### config.mk
export PLATFORM = sky130hd
export DESIGN_NAME = kis_apb_regs
export DESIGN_NICKNAME = d
export VERILOG_FILES = /design/src/hw/rtl/kis_pkg.sv /design/src/hw/rtl/kis_apb_regs.sv
export SDC_FILE = /design/constraint.sdc
export NUM_CORES = 1
export LEC_CHECK = 0
export ABC_AREA = 1
export CORE_AREA = 2 2 39 41
export DETAILED_ROUTE_END_ITERATION = 12
export DIE_AREA = 0 0 41 43
export DONT_BUFFER_PORTS = 1
export PLACE_DENSITY = 0.63
export SYNTH_ARGS = -nofsm -noshare
export SYNTH_HDL_FRONTEND = slang
export SYNTH_SLANG_ARGS = --single-unit
### constraint.sdc
create_clock -name aclk -period 0.8 [get_ports aclk]
set_input_delay 0.08 -clock aclk [delete_from_list [all_inputs] [get_ports aclk]]
set_output_delay 0.08 -clock aclk [all_outputs]
set_load 0.05 [all_outputs]
### src/hw/rtl/kis_pkg.sv
// Shared types and constants of the knot interval search block
package kis_pkg;

    // Fixed field widths
    localparam int TIME_W     = 32;
    localparam int ENTRY_W    = 8;
    localparam int KIDX_W     = 8;
    localparam int CNT_W      = 9;
    // Working index width: holds counts up to 256 plus a probe offset
    localparam int IDX_W      = 10;

    // Configuration port
    localparam int APB_ADDR_W = 3;
    localparam int APB_DATA_W = 32;

    // Register word indexes
    localparam logic REG_KNOT_COUNT = 1'b0;

    // Input word commands
    typedef enum logic {
        CMD_WRITE  = 1'b0,
        CMD_SEARCH = 1'b1
    } cmd_t;

endpackage

### src/hw/rtl/kis_apb_regs.sv
// Configuration register bank behind the APB-style port
module kis_apb_regs (
    input  logic                           aclk,
    input  logic                           aresetn,
    input  logic                           psel,
    input  logic                           penable,
    input  logic                           pwrite,
    input  logic [kis_pkg::APB_ADDR_W-1:0] paddr,
    input  logic [kis_pkg::APB_DATA_W-1:0] pwdata,
    output logic [kis_pkg::APB_DATA_W-1:0] prdata,
    output logic                           pready,
    output logic [kis_pkg::CNT_W-1:0]      knot_count
);
    import kis_pkg::*;

    logic             wr_hit;
    logic             reg_sel;
    logic [CNT_W-1:0] knot_count_reg;

    // Word index from the byte address
    assign reg_sel = paddr[2];
    assign wr_hit  = psel && penable && pwrite && (reg_sel == REG_KNOT_COUNT);

    // Hold the knot count
    always_ff @(posedge aclk) begin
        if (!aresetn) begin
            knot_count_reg <= '0;
        end else if (wr_hit) begin
            knot_count_reg <= pwdata[CNT_W-1:0];
        end
    end

    // Return the addressed register, zero elsewhere
    always_comb begin
        prdata = '0;
        if (reg_sel == REG_KNOT_COUNT) begin
            prdata = APB_DATA_W'(knot_count_reg);
        end
    end

    assign pready     = 1'b1;
    assign knot_count = knot_count_reg;

endmodule

* Word level (Yosys, flattened, before mapping)
Cells that the tools add are included.
** Operators by class
- Muxes and demuxes :: 1
- Bitwise operators :: 1
- Reduce and logical (&&, ||, !) cells :: 3
** Operators with widths (count)
- $mux 9 :: 1
- $logic_and 1x1->1 :: 3
- $not 1->1 :: 1
** Storage, ports and cells
- Bits in registers :: 9
- Input port bits :: 40
- Output and inout port bits :: 42
- Logic and storage cells :: 6

* Logic depth before layout (Yosys ltp)
- Depth after elaboration :: 3
- Gate-level depth with buffers :: 5

* Least setup slack after synthesis
OpenSTA, ideal clock, no wires.
- Path kind :: register to output
- Start point :: register knot_count_reg[0], in the netlist knot_count[0]
- End point :: output port prdata[0] (netlist bit)
- Arrival :: 1364 ps
- Required time :: 720 ps
- Path slack :: -644 ps
- Cell stages (with the launch flop) :: 3
- Path through :: dfxtp_1 > inv_1 > nor2_1
** Between the ends
- Word-level cells in the longest chain between the ends :: 1
** Ends and longest elaborated chain
- start, declared :: line kis_apb_regs.sv:18 : logic [CNT_W-1:0] knot_count_reg;
- start signal, assigned :: line kis_apb_regs.sv:29 : knot_count_reg <= pwdata[CNT_W-1:0];
- $mux 9 :: line kis_apb_regs.sv:36 : if (reg_sel == REG_KNOT_COUNT) begin
- end, declared :: line kis_apb_regs.sv:10 : output logic [kis_pkg::APB_DATA_W-1:0] prdata,
Every way passes these cells.

* Worst setup path after layout
- Start point :: register knot_count_reg[3], in the netlist knot_count[3]
- End point :: output port prdata[3] (netlist bit)
Same word-level chain as after synthesis.

==> results.yml <==
route:
  remaining_drc_errors: 0
  wl_per_cell_um: 9.95
  dr.pass1.iters: 4
  drt_iter0_markers: 2
  routed_via_density: 4.18
  vias: 606
  routed_wl_mm: 1.44
  drtAntennaViolNets: 0
finish:
  final_area_sq_um: 1080
  area_delta_synth_final_pct: 55.4
  largest_reg_flops: 9
  diodes: 0
  nets: 170
  drive_above_1_share_pct: 43.4
outcome:
  status: "finished, violations left"
  violations: "negative setup slack"
clock_network:
  clockBufferDepth: 2
  path_clk_slew_ns: 0.06
  clk_latency_ns: 0.27
  clock_sinks: 9
  htreeDepth: 1
  cts_made_buffers: 3
  cts_tree: "yes"
  ctsRootBufferMaster: "clkbuf_4"
floorplan:
  design.core.area_sq_um: 1380
  std_cell_rows: 14
  ios: 82
  die_x_um: 41
  start_util_pct: 50.3
  dieArea_sq_um: 1760
  die_y_um: 43
worst_setup_path:
  critPathKind: "reg2out"
  critPathMaxStageDelay_ns: 0.36
  start_kind: "flip-flop"
  worstPathRequired_ns: 0.72
  crit_arrival_ns: 0.92
  worstPathCellList: "inv_2 > nor2_4 > buf_12"
  worst_setup_path_end_kind: "primary output"
  cp_max_fo: 3
  slowest_stage: "dfxtp_4"
placement:
  dp_hpwl_mm: 1.04
  place_congestion: 0.749
  place_area_sq_um: 945
  portBuffers: 0
sta:
  period_needed_ns: 0.997
  timing.hold.ws_ns: 0.0259
  clock_skew_ns: 0
  hold_viol: 0
  rsz0062_at_grt: "true"
  period_share_pct: 125
  fmax_mhz: 1000
  finalSetupViolCount: 18
  fin_ws_ns: -0.197
  report.final.slew_viol_count: 0
pwr:
  switching_power_mw: 0.610
  ir_worst_vdd_mv: 0.834
  leakage_nw: 0.515
  power_density_nw_per_um2: 1270
  p_int_mw: 0.764
  p_sw_share_pct: 44.4
  power.share.clock_pct: 26.4
  power_frac_seq_pct: 33.7
  p_comb_share_pct: 39.9
logic_synthesis:
  ys.flop_type: "dfxtp_1"
  synth_top_area_share_pct: 25.9
  yosys-top-cells-area: "dfxtp_1, buf_4, nor2_1, inv_1, nand2_1"
  synth_area_leader_cell: "dfxtp_1"
  synth_most_common_cell: "nor2_1"
  async_flop_share_pct: 0
  synth_commonest_cells: "nor2_1, buf_4, inv_1"
  synth_cell_types: 13
  synth_edf_count: 0
  syn_area_sq_um: 696
  synth.avg_cell_area_sq_um: 6.50
  ys_warn_count: 0
  syn_inst: 107
  ys_seq_area_share_pct: 25.9
  synth-seq-cells: 9
global_routing:
  grt_start_max_net_pins: 12
  grt_pass1_vias: 497
  grt_overflow: 0
  grt.total_usage_pct: 18.9
  antenna_found_initial: 0
  grt_pass1_wl_mm: 2.13
job:
  maxCapViolCount: 0
min_path:
  hold_class: "in2reg"
-- layout make-up --
| cell class | instances | area (sq um) |
|---|---|---|
| multi-input combinational | 73 | 384 |
| timing repair buffer | 22 | 358 |
| fill | 97 | 303 |
| sequential | 9 | 214 |
| inverter | 21 | 78.8 |
| clock buffer | 4 | 26.3 |
| tap | 16 | 20.0 |
-- layout by cell type, fill, tap and decap left out --
cell type,n
nor2_4,10
clkbuf_4,3
inv_2,10
dlymetal6s4s_1,1
nor2_8,1
nor2_1,17
buf_8,9
buf_4,1
buf_12,9
clkbuf_1,1
nand3_2,1
nand2_1,11
inv_1,11
nor2_2,1
conb_1,24
nand3_1,8
dfxtp_4,9
buf_6,2
-- power groups by stage --
stage / registers, mW / logic (mW) / clock network [mW]
after floorplan: 0.524 / 0.497 / 0
after global placement: 0.468 / 0.500 / 0
after detailed placement: 0.469 / 0.504 / 0
after CTS: 0.463 / 0.531 / 0.371
after global routing: 0.466 / 0.575 / 0.391
final: 0.463 / 0.548 / 0.362
-- kinds of logic (layout without fill, tap and decap cells) --
| logic type | count (synthesis) | count (layout) | synth area share, % |
|---|---|---|---|
| buffers and inverters | 47 | 47 | 40.5 |
| other | 2 | 24 | 1.08 |
| AND/OR/NAND/NOR | 49 | 49 | 32.6 |
| flip-flops | 9 | 9 | 25.9 |
-- worst paths after layout --
| check | slack (ns) | start | depth (start not counted) | to |
|---|---|---|---|---|
| hold / removal | 0.03 | pwdata[5] | 4 | knot_count[5] |
| hold reg to reg | 0.51 | knot_count[5] | 2 | knot_count[5] |
| setup reg to reg | 0.14 | knot_count[1] | 2 | knot_count[1] |
| setup / recovery | -0.20 | knot_count[3] | 3 | prdata[3] |
-- layer usage --
metal  wire (um)  share of wire [%]  up-vias  GRT usage (%)
li1            -                  -      306              -
met1         469                 33      262           17.3
met2         808                 56       32           32.8
met3         124                8.6        6           5.76
met4          40                2.8        0           12.0
met5           0                  0        -              0
-- repair_timing --
action / 4_1_cts / 5_1_grt
hold buffers: 1 / 0
pin swaps: 9 / 0
setup buffers: 1 / 2
gates resized for setup: 14 / 7
endpoints found under the hold margin: 9 / 0
setup endpoints to repair: 18 / 27
-- per-stage QoR --
stage               std cells  setup slack (ns)  utilization (%)  power [mW]  setup TNS, ns
floorplan                 129           -0.0511                -        1.02         -0.460
global placement          137            0.0945             68.3       0.968              0
detailed placement        137            0.0821             68.3       0.973              0
CTS                       143            -0.191             75.2        1.36          -2.34
global route              145            -0.232             78.1        1.43          -2.89
finish                    145            -0.197             78.1        1.37          -2.45
-- critical path: cells and delay by family (launching register included) --
family | cells | cell delay, ns
flip-flops | 1 | 0.36
AND/OR/NAND/NOR | 1 | 0.10
buffers and inverters | 2 | 0.19
Power figures use the tool's default switching activity.
