[src/hw/rtl/kis_pkg.sv]
// Shared types and constants of the knot interval search block
package kis_pkg;

    // Fixed field widths
    localparam int TIME_W     = 32;
    localparam int ENTRY_W    = 8;
    localparam int KIDX_W     = 8;
    localparam int CNT_W      = 9;
    // Working index width: holds counts up to 256 plus a probe offset
    localparam int IDX_W      = 10;

    // Configuration port
    localparam int APB_ADDR_W = 3;
    localparam int APB_DATA_W = 32;

    // Register word indexes
    localparam logic REG_KNOT_COUNT = 1'b0;

    // Input word commands
    typedef enum logic {
        CMD_WRITE  = 1'b0,
        CMD_SEARCH = 1'b1
    } cmd_t;

endpackage

[src/hw/rtl/kis_search_ctrl.sv]
// Search sequencer: halving probes and linear finish over the knot table
module kis_search_ctrl #(
    parameter int MAX_KNOTS = 256,
    parameter int AW        = 8
) (
    input  logic                         aclk,
    input  logic                         aresetn,
    input  logic [kis_pkg::CNT_W-1:0]    knot_count,
    input  logic                         s_valid,
    output logic                         s_ready,
    input  logic                         s_command,
    input  logic [kis_pkg::ENTRY_W-1:0]  s_entry_index,
    input  logic [kis_pkg::TIME_W-1:0]   s_time_value,
    output logic                         m_valid,
    input  logic                         m_ready,
    output logic [kis_pkg::KIDX_W-1:0]   m_knot_index,
    output logic                         wr_en,
    output logic [AW-1:0]                wr_addr,
    output logic [kis_pkg::TIME_W-1:0]   wr_data,
    output logic                         rd_en,
    output logic [AW-1:0]                rd_addr,
    input  logic [kis_pkg::TIME_W-1:0]   rd_data
);
    import kis_pkg::*;

    typedef enum logic [2:0] {
        ST_IDLE,
        ST_LOOP,
        ST_CMP1,
        ST_CMP2,
        ST_SCAN,
        ST_SCMP,
        ST_FIN
    } state_t;

    state_t                   state_reg, state_next;
    logic signed [TIME_W-1:0] t_reg, t_next;
    logic [IDX_W-1:0]         n_reg, n_next;
    logic [IDX_W-1:0]         base_reg, base_next;
    logic [IDX_W-1:0]         half_reg, half_next;
    logic                     even_reg, even_next;
    logic                     rd_oor_reg, rd_oor_next;
    logic                     m_valid_reg, m_valid_next;
    logic [KIDX_W-1:0]        m_idx_reg, m_idx_next;

    logic [IDX_W-1:0]         n_eff;
    logic [IDX_W-1:0]         probe_idx;
    logic [IDX_W-1:0]         plus1_idx;
    logic [IDX_W-1:0]         result_idx;
    logic [IDX_W-1:0]         rd_idx;
    logic signed [TIME_W-1:0] probe_val;
    logic                     slot_ok;

    // Clamp the count to the table depth
    assign n_eff = (32'(knot_count) > MAX_KNOTS) ? IDX_W'(MAX_KNOTS) : IDX_W'(knot_count);

    assign probe_idx = base_reg + half_reg;
    assign plus1_idx = probe_idx + IDX_W'(1);

    // Entries beyond the table read as zero
    assign probe_val = rd_oor_reg ? '0 : $signed(rd_data);

    // Step back from one past the end onto the last knot
    assign result_idx = (base_reg == n_reg && base_reg != '0) ? base_reg - IDX_W'(1) : base_reg;

    assign slot_ok = (32'(s_entry_index) < MAX_KNOTS);

    // Table write port follows the input word
    assign wr_addr = AW'(s_entry_index);
    assign wr_data = s_time_value;
    assign rd_addr = AW'(rd_idx);

    // Next-state logic
    always_comb begin
        state_next   = state_reg;
        t_next       = t_reg;
        n_next       = n_reg;
        base_next    = base_reg;
        half_next    = half_reg;
        even_next    = even_reg;
        m_valid_next = m_valid_reg && !m_ready;
        m_idx_next   = m_idx_reg;
        s_ready      = 1'b0;
        wr_en        = 1'b0;
        rd_en        = 1'b0;
        rd_idx       = base_reg;

        case (state_reg)
            ST_IDLE: begin
                s_ready = 1'b1;
                if (s_valid) begin
                    if (s_command == CMD_SEARCH) begin
                        t_next     = $signed(s_time_value);
                        n_next     = n_eff;
                        base_next  = '0;
                        half_next  = n_eff;
                        state_next = ST_LOOP;
                    end else begin
                        wr_en = slot_ok;
                    end
                end
            end
            ST_LOOP: begin
                // Halve the window and probe its midpoint
                if (half_reg > IDX_W'(1)) begin
                    half_next  = half_reg >> 1;
                    even_next  = !half_reg[0];
                    rd_en      = 1'b1;
                    rd_idx     = base_reg + (half_reg >> 1);
                    state_next = ST_CMP1;
                end else begin
                    state_next = ST_SCAN;
                end
            end
            ST_CMP1: begin
                if (even_reg) begin
                    if (t_reg >= probe_val) begin
                        if (plus1_idx >= n_reg) begin
                            base_next  = probe_idx;
                            state_next = ST_SCAN;
                        end else begin
                            rd_en      = 1'b1;
                            rd_idx     = plus1_idx;
                            state_next = ST_CMP2;
                        end
                    end else begin
                        state_next = ST_LOOP;
                    end
                end else begin
                    if (t_reg >= probe_val) begin
                        base_next = probe_idx;
                    end
                    half_next  = half_reg + IDX_W'(1);
                    state_next = ST_LOOP;
                end
            end
            ST_CMP2: begin
                // Neighbour probe: stop if the query falls before it
                if (t_reg < probe_val) begin
                    base_next  = probe_idx;
                    state_next = ST_SCAN;
                end else begin
                    base_next  = plus1_idx;
                    half_next  = half_reg - IDX_W'(1);
                    state_next = ST_LOOP;
                end
            end
            ST_SCAN: begin
                if (base_reg < n_reg) begin
                    rd_en      = 1'b1;
                    rd_idx     = base_reg;
                    state_next = ST_SCMP;
                end else begin
                    state_next = ST_FIN;
                end
            end
            ST_SCMP: begin
                if (probe_val > t_reg) begin
                    state_next = ST_FIN;
                end else begin
                    base_next  = base_reg + IDX_W'(1);
                    state_next = ST_SCAN;
                end
            end
            ST_FIN: begin
                // Hold until the output register is free
                if (!m_valid_reg || m_ready) begin
                    m_valid_next = 1'b1;
                    m_idx_next   = result_idx[KIDX_W-1:0];
                    state_next   = ST_IDLE;
                end
            end
            default: begin
                state_next = ST_IDLE;
            end
        endcase
    end

    // Flag reads beyond the table
    always_comb begin
        rd_oor_next = rd_oor_reg;
        if (rd_en) begin
            rd_oor_next = (32'(rd_idx) >= MAX_KNOTS);
        end
    end

    // State and registered outputs
    always_ff @(posedge aclk) begin
        if (!aresetn) begin
            state_reg   <= ST_IDLE;
            m_valid_reg <= 1'b0;
        end else begin
            state_reg   <= state_next;
            m_valid_reg <= m_valid_next;
        end
        t_reg      <= t_next;
        n_reg      <= n_next;
        base_reg   <= base_next;
        half_reg   <= half_next;
        even_reg   <= even_next;
        rd_oor_reg <= rd_oor_next;
        m_idx_reg  <= m_idx_next;
    end

    assign m_valid      = m_valid_reg;
    assign m_knot_index = m_idx_reg;

endmodule

[config.mk]
export PLATFORM = sky130hd
export DESIGN_NAME = kis_search_ctrl
export DESIGN_NICKNAME = d
export VERILOG_FILES = /design/src/hw/rtl/kis_pkg.sv /design/src/hw/rtl/kis_search_ctrl.sv
export SDC_FILE = /design/constraint.sdc
export NUM_CORES = 1
export LEC_CHECK = 0
export BUFFER_PORTS_ARGS = -buffer_cell sky130_fd_sc_hd__buf_2
export CAP_MARGIN = 20
export CORE_UTILIZATION = 40
export CTS_BUF_LIST = sky130_fd_sc_hd__clkbuf_4
export DETAILED_ROUTE_END_ITERATION = 16
export SYNTH_ARGS = -nofsm -noshare
export SYNTH_HDL_FRONTEND = slang
export SYNTH_SLANG_ARGS = --single-unit
export TNS_END_PERCENT = 10
[constraint.sdc]
create_clock -name aclk -period 8.5 [get_ports aclk]
set_input_delay 0.425 -clock aclk [delete_from_list [all_inputs] [get_ports aclk]]
set_output_delay 0.425 -clock aclk [all_outputs]
set_load 0.05 [all_outputs]
==> Yosys cells after proc, flatten, opt, wreduce, memory -nomap -nowiden <==
Cells that the tools add are included.
Widths: inputs -> output; s select.
{ "word_totals": {"output_inout_bits": 60, "ramBits": 0, "mem_bits_ro": 0, "elab_cells": 102, "latchBits": 0, "n_memories": 0, "input_bits": 86, "ff_bits": 76} }
{ "op_classes": {"addsub": 7, "multipliers": 0, "shifts": 0, "reduce_logical": 16, "n_eq_ne": 16, "mux": 46, "n_bitwise": 0, "n_div": 0, "n_lt_le_gt_ge": 8} }
{ "op_table": {"columns": ["op", "count"], "rows": [
  ["$mux 10", 17],
  ["$pmux 10 s4", 2],
  ["$ge 32x32->1", 1],
  ["$gt 32x32->1", 1],
  ["$lt 32x32->1", 1],
  ["$mux 32", 1],
  ["$add 10x1->10 const B", 3],
  ["$mux 3", 8],
  ["$pmux 3 s7", 1],
  ["$pmux 10 s2", 1],
  ["$ne 2x2->1 const B", 8],
  ["$reduce_and 6->1", 2],
  ["$mux 1", 11],
  ["$add 10x10->10", 1],
  ["$add 10x9->10", 1],
  ["$eq 10x10->1", 1],
  ["$ge 10x10->1", 1],
  ["$ge 10x9->1 const B", 1],
  ["$gt 10x1->1 const B", 1],
  ["$lt 10x10->1", 1],
  ["$reduce_bool 10->1", 1],
  ["$sub 10x1->10 const B", 1],
  ["$eq 3x3->1 const B", 3],
  ["$gt 9x9->1 const B", 1],
  ["15 further kinds", 23]
]} }

==> Depth between registers and ports, before layout <==
Gate-level depths: netlist of the first run.
{ "depth": {"ltp_word": 8, "mapped_depth": 17, "depth_no_buf": 16} }

==> Least setup slack after synthesis of the first run <==
No wires, ideal clock.
{ "synth_path": {"kind": "register to output", "start": "register base_reg[0]", "end": "output rd_addr[6]", "t_required_ns": 8.075, "n_path_buf": 0, "setup_slack_ns": 2.976, "path_stages_with_launch": 15, "arrival_time_ns": 5.099, "path_cell_list": "edfxtp_1 > ha_1 > fa_1 > a211oi_1 > nor3b_1 > nor2_1 > nand4_1 > or3b_1 > xor2_1 > ha_1 > a21oi_1 > or3b_1 > mux2i_2 > a311oi_1 > a221oi_1"} }
{ "synth_via": {"elab_chain_cells": 7, "word_cells_on_any_way": 9, "classes_between": "3 x add/sub; 1 x order compare; 5 x mux"} }
{ "synth_rtl": {"columns": ["element", "line", "text"], "rows": [
  ["from (decl)", "kis_search_ctrl.sv:39", "logic [IDX_W-1:0] base_reg, base_next;"],
  ["from (signal assigned)", "kis_search_ctrl.sv:198", "base_reg <= base_next;"],
  ["$add 10x10->10", "kis_search_ctrl.sv:57", "assign probe_idx = base_reg + half_reg;"],
  ["$add 10x1->10", "kis_search_ctrl.sv:58", "assign plus1_idx = probe_idx + IDX_W'(1);"],
  ["$ge 10x10->1", "kis_search_ctrl.sv:118", "if (plus1_idx >= n_reg) begin"],
  ["$mux 10", "kis_search_ctrl.sv:118", null],
  ["$mux 10", "kis_search_ctrl.sv:117", "if (t_reg >= probe_val) begin"],
  ["$mux 10", "kis_search_ctrl.sv:116", "if (even_reg) begin"],
  ["$pmux 10 s2 *", "kis_search_ctrl.sv:88", "case (state_reg)"],
  ["to (decl)", "kis_search_ctrl.sv:21", "output logic [AW-1:0] rd_addr,"]
]} }
Every way passes the cells marked *; elsewhere a longest branch is shown, timed or not.

==> Final worst setup path of the first run <==
{ "layout_path": {"start": "register base_reg[0]", "end": "output rd_addr[1]"} }
Same word-level chain as after synthesis.

==> metrics, run 1 <==
status complete, no violations; DRC viols 0; Multi-input gate area 3770 um2; EDFF count, synth 71; chip height 130 um; IO Count 146; area share of the largest cell type after synthesis 0.323; ys flop type edfxtp_1; slowest cell delay on critical path 0.57 ns; Seq/Total Area, Yosys 0.335; largest net degree at the start of global routing 42; first-pass GRT wire length 27.0 mm; core area 16000 um2; maximum clock path buffer count 2; Max VDD drop 0.0718 mV; Distinct cells, synth 75; FFs w/ async S/R, synth 0; clk slew on worst S/H paths 0.14 ns; clk_lat worst skew 0.47 ns; Cell Chain, Critical Path ha_1, fa_1, xor2_1, and3_1, nor3b_2, nand2_1, xnor2_1, ha_1, a21o_1, a21oi_1, a31oi_1, or3b_1, mux2i_2, and2_1, a221o_1, buf_2; CTS Buf Count 9; top post-synthesis cells by area edfxtp_1, ha_1, buf_4, nor2b_1, xnor2_1; CP Launch Type flip-flop; DR WL/cell 17.4 um; Hold Buf Count CTS 0; Static Leak 3.14 nW; Setup Skew 0.0279 ns; PwrDens 187 nW/um2; Final Setup Violations 0; Congestion Overflow GR 0; Critical Path RT 8.08 ns; Crit path max-delay family simple AND/OR/NAND/NOR gates; final worst-path cycle share 0.717; syn nets 865; # nets final 944; initial antenna violation count 0; minimum clock period 6.09 ns; synthesized area per cell 9.39 um2; Synth area leader edfxtp_1; first-pass iteration count of the detailed router 4; PortBufs 129; Synth Cell Area 6600 um2; most frequent cells after synthesis ha_1, edfxtp_1, inv_1; worst-path fanout max 9; final wirelength 17.4 mm; most used cell, CP ha_1; Worst Tran Pin Value 1.10 ns; post-DR vias/cell 5.40; DRT iter0 DRCs 401; fraction of layout cells with a size suffix above 1 0.214; Final Max Slew Viols 0; Max-Cap Viols 0; max reg flops 32; Initial Util 0.412; Hold Path Class input pin to flip-flop; HPWL Detailed 13.8 mm; CTS root buffer clkbuf_4; H-tree depth 3; Die Wd 130 um; register area 2210 um2; final hold slack 0.133 ns; CTS tree done; Arrival @ worst endpoint 5.67 ns; setup tns final 0 ns; RSZ-0062 raised after global routing no; number of global-route vias before repair 5188; Antenna Violating Nets Remaining 0; Worst Path Buf+Inv 1; clk sinks 75; final hold violations 0; Vias 5412; n_diodes 0; register bit count reported by yosys 75; Rel. slew slack 0.267; Worst setup EP type output pin; Resize count post-CTS 0; fillcell total 1606; Total GRT Usage 0.213; Cell Rows 46; synthesis-to-finish area growth 10.6%; Yosys Warn Count 0; GPL Wtd Cong 0.923; slowest CP cell edfxtp_1; synthesized instance count 702; count leader, synth ha_1; die area 17000 um2; Max Clock Freq 164 MHz; setup bufs post-CTS 0; critical path type flip-flop to output pin
[final cells by class]
type	count	area share
timing repair buffer	133	0.0926
tap	216	0.0370
multi-input combinational	500	0.516
clock inverter	5	0.00754
inverter	62	0.0319
clock buffer	11	0.0113
sequential	75	0.303
[layout by cell type, fill, tap and decap left out, drive strengths merged, types with 9 or more instances in the layout]
master and n:
edfxtp 71, nor3 14, buf 133, inv 62, a21o 11, xnor2 27
xor2 21, nor2b 44, nor2 41, ha 75, nand2 40, a21oi 36
o22ai 9, clkbuf 11, nand3 15, o21ai 20, and3 9, nand4 15
[cell families after synthesis]
kind of cell	share of synthesized area
buf+inv	0.0969
mux	0.00512
compound gates	0.171
xor+xnor	0.0637
fa+ha+maj	0.148
simple gates	0.179
flops	0.335
[worst register-to-register path, delay by kind of cell, from the launching register on]
family                     cells  cell delay, ns
AOI/OAI and AO/OA              4            0.69
DFF                            1            0.57
and+or+nand+nor                5            1.54
muxes                          1            0.43
adders and majority gates      3            1.04
xor gates and xnor gates       2            0.62
[metal layers]
layer | vias to the layer above | share of wire | GRT usage
met2 | 163 | 0.48 | 0.367
met4 | 0 | 0.022 | 0.0805
met3 | 30 | 0.053 | 0.0350
met1 | 2541 | 0.44 | 0.267
li1 | 2678 | - | -
met5 | - | 0 | 0
[report_power, final]
group	internal (mW)	switching (mW)
sequential	0.444	0.0505
clock	0.0953	0.135
combinational	0.236	0.403
total	0.775	0.589
[per-stage QoR]
stage               setup WS, ns  area (um2)  cells   util  total power [mW]
floorplan                   2.98        6600    702      -             0.985
global placement            3.19        7160    986  0.447              1.12
detailed placement          3.00        7160    986  0.447              1.14
CTS                         2.48        7300   1002  0.456              1.37
global route                2.16        7300   1002  0.456              1.46
finish                      2.41        7300   1002  0.456              1.36
[worst paths after layout]
path / start / to / slack (ns) / cells past startpoint
setup / recovery: base_reg[0]$_DFFE_PP_ / rd_addr[1] / 2.41 / 16
hold / removal: s_time_value[1] / t_reg[1]$_DFFE_PP_ / 0.13 / 1
setup reg to reg: base_reg[0]$_DFFE_PP_ / rd_oor_reg$_DFFE_PP_ / 3.32 / 15
hold reg to reg: m_valid$_SDFF_PN0_ / m_valid$_SDFF_PN0_ / 0.56 / 2
(Power assumes the default switching activity.)
==> run 2: changes to the inputs <==
clock period = 6 ns   (was 8.5 ns; I/O delays follow)
==> run 2 against run 1 <==
Effect of this change: combinational power up 47%; sequential cell count is the same; total power grew 43%; global-route usage is 0.29 points higher; critical path depth down 1; non-clock buffer count up 18; sequential share of layout area shrank 0.60 points; largest power group unchanged; wire length increased by 1.6%; register-to-register slack lost 2.2 ns; clock-buffer cell count down 1.
==> metrics, run 2 (synthesis results as in run 1) <==
CTS root buffer clkbuf_4 (unchanged); CTS Buf Count 9 (unchanged); Seq pwr share 0.353 (was 0.362); PwrDens 261 nW/um2 (was 187 nW/um2); Cell Rows 46 (unchanged); Multi-input gate area 3770 um2 (about the same); Rel. slew slack 0.316 (was 0.267); setup tns final 0 ns (unchanged); n_diodes 0 (unchanged); HPWL Detailed 14.0 mm (was 13.8 mm); switching part of the total 0.431 (was 0.432); final worst-path cycle share 0.942; GPL Wtd Cong 0.943 (was 0.923); FF-to-FF setup slack 1.14 ns (was 3.32 ns); final hold violations 0 (unchanged); most frequent cells in the layout buf_2, ha_1, edfxtp_1, inv_1, nor2b_1 (unchanged); slowest cell delay on critical path 0.54 ns (was 0.57 ns); Initial Util 0.412 (unchanged); Int Power 1.11 mW (was 775 uW); Worst setup EP type output pin (unchanged); Arrival @ worst endpoint 5.35 ns (was 5.67 ns); Final Setup Violations 0 (unchanged); R2R Path Start half_reg[0]$_DFFE_PP_ (was base_reg[0]$_DFFE_PP_); clk slew on worst S/H paths 0.13 ns (was 0.14 ns); Clk pwr share 0.162 (was 0.169); status complete, no violations (unchanged); Cell Chain, Critical Path ha_1, fa_1, a211oi_1, nor3b_1, nor2_1, nand4_1, or3b_1, xor2_1, ha_1, a21oi_1, or3b_1, mux2i_4, and2_2, a221o_1, buf_2 (was ha_1, fa_1, xor2_1, and3_1, nor3b_2, nand2_1, xnor2_1, ha_1, a21o_1, a21oi_1, a31oi_1, or3b_1, mux2i_2, and2_1, a221o_1, buf_2); synthesis-to-finish area growth 12.9% (was 10.6%); Hold Crit Start s_time_value[22] (was s_time_value[1]); slowest CP cell edfxtp_1 (unchanged); largest net degree at the start of global routing 42 (unchanged); Static Leak 3.23 nW (was 3.14 nW); combinational share of power 0.485 (was 0.469); Setup Skew 0.0272 ns (was 0.0279 ns); first-pass iteration count of the detailed router 5 (was 4); Congestion Overflow GR 0 (unchanged); critical path type flip-flop to output pin (unchanged); DR WL/cell 17.3 um (was 17.4 um); fraction of layout cells with a size suffix above 1 0.221 (was 0.214); die area 17000 um2 (unchanged); # nets final 962 (was 944); Total GRT Usage 0.216 (was 0.213); chip height 130 um (unchanged); post-DR vias/cell 5.44 (was 5.40); initial antenna violation count 0 (unchanged); Final Max Slew Viols 0 (unchanged); Critical Path RT 5.70 ns (was 8.08 ns); register area 2210 um2 (unchanged); clk_lat worst skew 0.46 ns (was 0.47 ns); Worst Tran Pin Value 1.03 ns (was 1.10 ns); Max Clock Freq 177 MHz; worst-path fanout max 9 (unchanged); H-tree depth 3 (unchanged); Final Cell Area 7440 um2 (was 7300 um2); first-pass GRT wire length 27.4 mm (was 27.0 mm); Max-Cap Viols 0 (unchanged); WHS Path Cells 1 (unchanged); fillcell total 1590 (was 1606); minimum clock period 5.65 ns; Hold Path Class input pin to flip-flop (unchanged); max reg flops 32 (unchanged); Pwr Total 1.94 mW (was 1.36 mW); R2R depth 14 (was 15); PortBufs 129 (unchanged); core area 16000 um2 (unchanged); hold path endpoint t_reg[22]$_DFFE_PP_ (was t_reg[1]$_DFFE_PP_); IO Count 146 (unchanged); FF-to-FF End rd_oor_reg$_DFFE_PP_ (unchanged); number of global-route vias before repair 5320 (was 5188); DRT iter0 DRCs 304 (was 401); placed cell areas 7200 um2 (was 7160 um2); P_sw 837 uW (was 589 uW); Antenna Violating Nets Remaining 0 (unchanged); Die Wd 130 um (unchanged); Max VDD drop 0.121 mV (was 0.0718 mV); final wirelength 17.7 mm (was 17.4 mm); RSZ-0062 raised after global routing no (unchanged); CP Launch Type flip-flop (unchanged); clk sinks 75 (unchanged); DRC viols 0 (unchanged); final hold slack 0.0303 ns (was 0.133 ns); Vias 5550 (was 5412); maximum clock path buffer count 2 (unchanged); commonest non-fill, non-tap cell in the layout buf_2 (unchanged); CTS tree done (unchanged)
==> run 2: area by class of cell <==
cell class                 count  area share
multi-input combinational    500       0.506
sequential                    75       0.297
timing repair buffer         151       0.112
tap                          216      0.0363
inverter                      62      0.0313
clock buffer                  10      0.0101
clock inverter                 6     0.00756
==> run 2: critical path: cells and delay by family (launching register included) <==
| kind | cells | cell delay (ns) |
|---|---|---|
| multiplexers | 1 | 0.29 |
| AO/OA/AOI/OAI | 3 | 0.74 |
| AND/OR/NAND/NOR | 6 | 1.84 |
| XOR/XNOR | 1 | 0.18 |
| adder cells (fa/ha/maj) | 3 | 1.04 |
| buffers and inverters | 1 | 0.28 |
| flip-flops | 1 | 0.54 |
==> run 2: routing by layer <==
layer / GRT usage / up-vias / routed length [um]
met5: 0 / - / 0
met4: 0.107 / 0 / 680
met3: 0.0334 / 45 / 905
met2: 0.359 / 176 / 8200
met1: 0.273 / 2608 / 7900
li1: - / 2721 / -
==> run 2: worst max path at each step <==
| stage | endpoint | start | cells past startpoint |
|---|---|---|---|
| after detailed placement | rd_addr[1] | base_reg[0]$_DFFE_PP_ | 15 |
| final | rd_addr[1] | half_reg[0]$_DFFE_PP_ | 15 |
| after global placement | rd_addr[0] | base_reg[0]$_DFFE_PP_ | 15 |
| after CTS | rd_addr[1] | base_reg[0]$_DFFE_PP_ | 15 |
| after global routing | rd_addr[1] | half_reg[0]$_DFFE_PP_ | 15 |
| after floorplan | rd_addr[6] | base_reg[0]$_DFFE_PP_ | 14 |
==> run 2: power by group through the flow <==
stage | clock [mW] | combinational [mW] | sequential [mW]
2_1_floorplan | 0 | 0.725 | 0.670
3_3_place_gp | 0 | 0.902 | 0.697
3_5_place_dp | 0 | 0.917 | 0.699
4_1_cts | 0.327 | 0.927 | 0.687
5_1_grt | 0.341 | 1.03 | 0.694
6_report | 0.315 | 0.942 | 0.687
==> run 2: per-stage QoR <==
step / utilization / setup WS, ns / instances
2_1_floorplan: - / 0.601 / 702
3_3_place_gp: 0.450 / 0.849 / 993
3_5_place_dp: 0.450 / 0.644 / 993
4_1_cts: 0.463 / 0.102 / 1017
5_1_grt: 0.465 / 0.0839 / 1020
6_report: 0.465 / 0.346 / 1020
==> run 2: timing repair <==
item | 4_1_cts | 5_1_grt
endpoints found under the setup margin | 0 | 8
setup buffers | 0 | 3
endpoints found under the hold margin | 8 | 0
resized for setup | 0 | 2
hold buffers | 8 | 0
==> run 3: changes to the inputs <==
clock period = 6.3 ns   (was 6 ns; I/O delays follow)
==> run 3 against run 2 <==
Effect of this change: first-iteration DRC count is 12% higher; worst setup slack worse by 0.032 ns; non-clock buffer count is 9 lower; sequential power is 3.6% lower; core utilization is 0.17 points lower; highest routed layer unchanged.
==> metrics, run 3 (synthesis results as in run 1) <==
status complete, no violations (unchanged); worst-path fanout max 9 (unchanged); Total GRT Usage 0.206 (was 0.216); commonest non-fill, non-tap cell in the layout buf_2 (unchanged); Cell Chain, Critical Path ha_1, fa_1, a211oi_1, nor3b_1, nor2_1, nand4_1, or3b_1, xor2_1, ha_1, a21oi_1, or3b_1, mux2i_2, and2_1, a221o_1, buf_2 (was ha_1, fa_1, a211oi_1, nor3b_1, nor2_1, nand4_1, or3b_1, xor2_1, ha_1, a21oi_1, or3b_1, mux2i_4, and2_2, a221o_1, buf_2); Final Cell Area 7420 um2 (was 7440 um2); Final Setup Violations 0 (unchanged); PwrDens 261 nW/um2 (about the same); Setup WS post-layout 0.313 ns (was 0.346 ns); clk_lat worst skew 0.48 ns (was 0.46 ns); fin cells 1011 (was 1020); WHS Path Cells 1 (unchanged); CTS root buffer clkbuf_4 (unchanged); initial antenna violation count 0 (unchanged); Hold Crit Start s_time_value[20] (was s_time_value[22]); Max-Cap Viols 0 (unchanged); die area 17000 um2 (unchanged); Arrival @ worst endpoint 5.67 ns (was 5.35 ns); Post-Place Setup Slack 0.909 ns (was 0.644 ns); synthesis-to-finish area growth 12.4% (was 12.9%); most frequent cells in the layout buf_2, ha_1, edfxtp_1, inv_1, nor2b_1 (unchanged); Hold Path Class input pin to flip-flop (unchanged); register area 2210 um2 (unchanged); clk sinks 75 (unchanged); Worst Tran Pin Value 1.00 ns (was 1.03 ns); first-pass iteration count of the detailed router 5 (unchanged); setup tns final 0 ns (unchanged); Max Clock Freq 167 MHz; Cell Rows 46 (unchanged); placed cell areas 7160 um2 (was 7200 um2); maximum clock path buffer count 2 (unchanged); first-pass GRT wire length 26.2 mm (was 27.4 mm); DRT iter0 DRCs 340 (was 304); H-tree depth 3 (unchanged); slowest CP cell edfxtp_1 (unchanged); PortBufs 129 (unchanged); CTS Buf Count 9 (unchanged); hold path endpoint t_reg[20]$_DFFE_PP_ (was t_reg[22]$_DFFE_PP_); Final Max Slew Viols 0 (unchanged); Worst setup EP type output pin (unchanged); Rel. slew slack 0.330 (was 0.316); clk slew on worst S/H paths 0.15 ns (was 0.13 ns); Max VDD drop 0.0908 mV (was 0.121 mV); HPWL Detailed 13.7 mm (was 14.0 mm); n_diodes 0 (unchanged); largest net degree at the start of global routing 42 (unchanged); Die Wd 130 um (unchanged); critical path type flip-flop to output pin (unchanged); Worst Path Buf+Inv 1 (unchanged); final core occ 0.463 (was 0.465); minimum clock period 5.99 ns; chip height 130 um (unchanged); RSZ-0062 raised after global routing no (unchanged); fillcell total 1579 (was 1590); R2R depth 14 (unchanged); slowest cell delay on critical path 0.57 ns (was 0.54 ns); FF-to-FF End rd_oor_reg$_DFFE_PP_ (unchanged); post-DR vias/cell 5.47 (was 5.44); fraction of layout cells with a size suffix above 1 0.215 (was 0.221); Setup Skew 0.0295 ns (was 0.0272 ns); Multi-input gate area 3760 um2 (was 3770 um2); CP Launch Type flip-flop (unchanged); number of global-route vias before repair 5086 (was 5320); placed cell count 988 (was 993); final wirelength 17.4 mm (was 17.7 mm); final worst-path cycle share 0.950; Antenna Violating Nets Remaining 0 (unchanged); DR WL/cell 17.2 um (was 17.3 um); core area 16000 um2 (unchanged); Initial Util 0.412 (unchanged); Critical Path RT 5.98 ns (was 5.70 ns); R2R Path Start base_reg[0]$_DFFE_PP_ (was half_reg[0]$_DFFE_PP_); DRC viols 0 (unchanged); # nets final 953 (was 962); CTS tree done (unchanged); max reg flops 32 (unchanged); IO Count 146 (unchanged); Hold Buf Count CTS 6 (was 8); Vias 5532 (was 5550); Crit path max-delay family simple AND/OR/NAND/NOR gates (unchanged); final hold violations 0 (unchanged); Static Leak 3.21 nW (was 3.23 nW); FF-to-FF setup slack 1.09 ns (was 1.14 ns); Congestion Overflow GR 0 (unchanged); Stages on worst setup path 15 (unchanged); setup bufs post-CTS 0 (unchanged); Resize count post-CTS 0 (unchanged); GPL Wtd Cong 0.936 (was 0.943)
-- run 3: cell count changes in the layout (fill, tap and decap cells not counted), moves of 2 or more --
cell           previous run  this run
dlygate4sd3_1             8         6
buf_4                    14         7
clkinv_2                  2         0
bufinv_16                 1         3
-- run 3: how the worst max path moves through the flow --
stage / start / end
final: base_reg[0]$_DFFE_PP_ / rd_addr[0]
after global routing: base_reg[0]$_DFFE_PP_ / rd_addr[1]
after CTS: base_reg[0]$_DFFE_PP_ / rd_addr[0]
after detailed placement: base_reg[0]$_DFFE_PP_ / rd_addr[0]
after global placement: base_reg[3]$_DFFE_PP_ / rd_addr[0]
after floorplan: base_reg[0]$_DFFE_PP_ / rd_addr[6]
-- run 3: routing by layer --
layer | wire length [um] | track usage | up-vias
li1 | - | - | 2701
met1 | 7700 | 0.267 | 2607
met2 | 8400 | 0.348 | 193
met3 | 880 | 0.0285 | 31
met4 | 410 | 0.0791 | 0
met5 | 0 | 0 | -
-- run 3: report_power, final --
group          internal, mW  switching, mW  leakage [nW]
combinational         0.325          0.550          2.41
clock                 0.206          0.192        0.0986
sequential            0.598         0.0637         0.701
-- run 3: final cells by class --
class | count | share of cell area
clock buffer | 10 | 0.0101
clock inverter | 6 | 0.0150
inverter | 62 | 0.0314
multi-input combinational | 500 | 0.506
sequential | 75 | 0.298
tap | 216 | 0.0364
timing repair buffer | 142 | 0.102
-- run 3: per-stage QoR --
stage,hold WS (ns),total power [mW]
final,0.0167,1.93
after global routing,0.00421,2.04
after CTS,0.00265,1.93
after detailed placement,0.506,1.53
after global placement,0.505,1.51
after floorplan,0.414,1.33
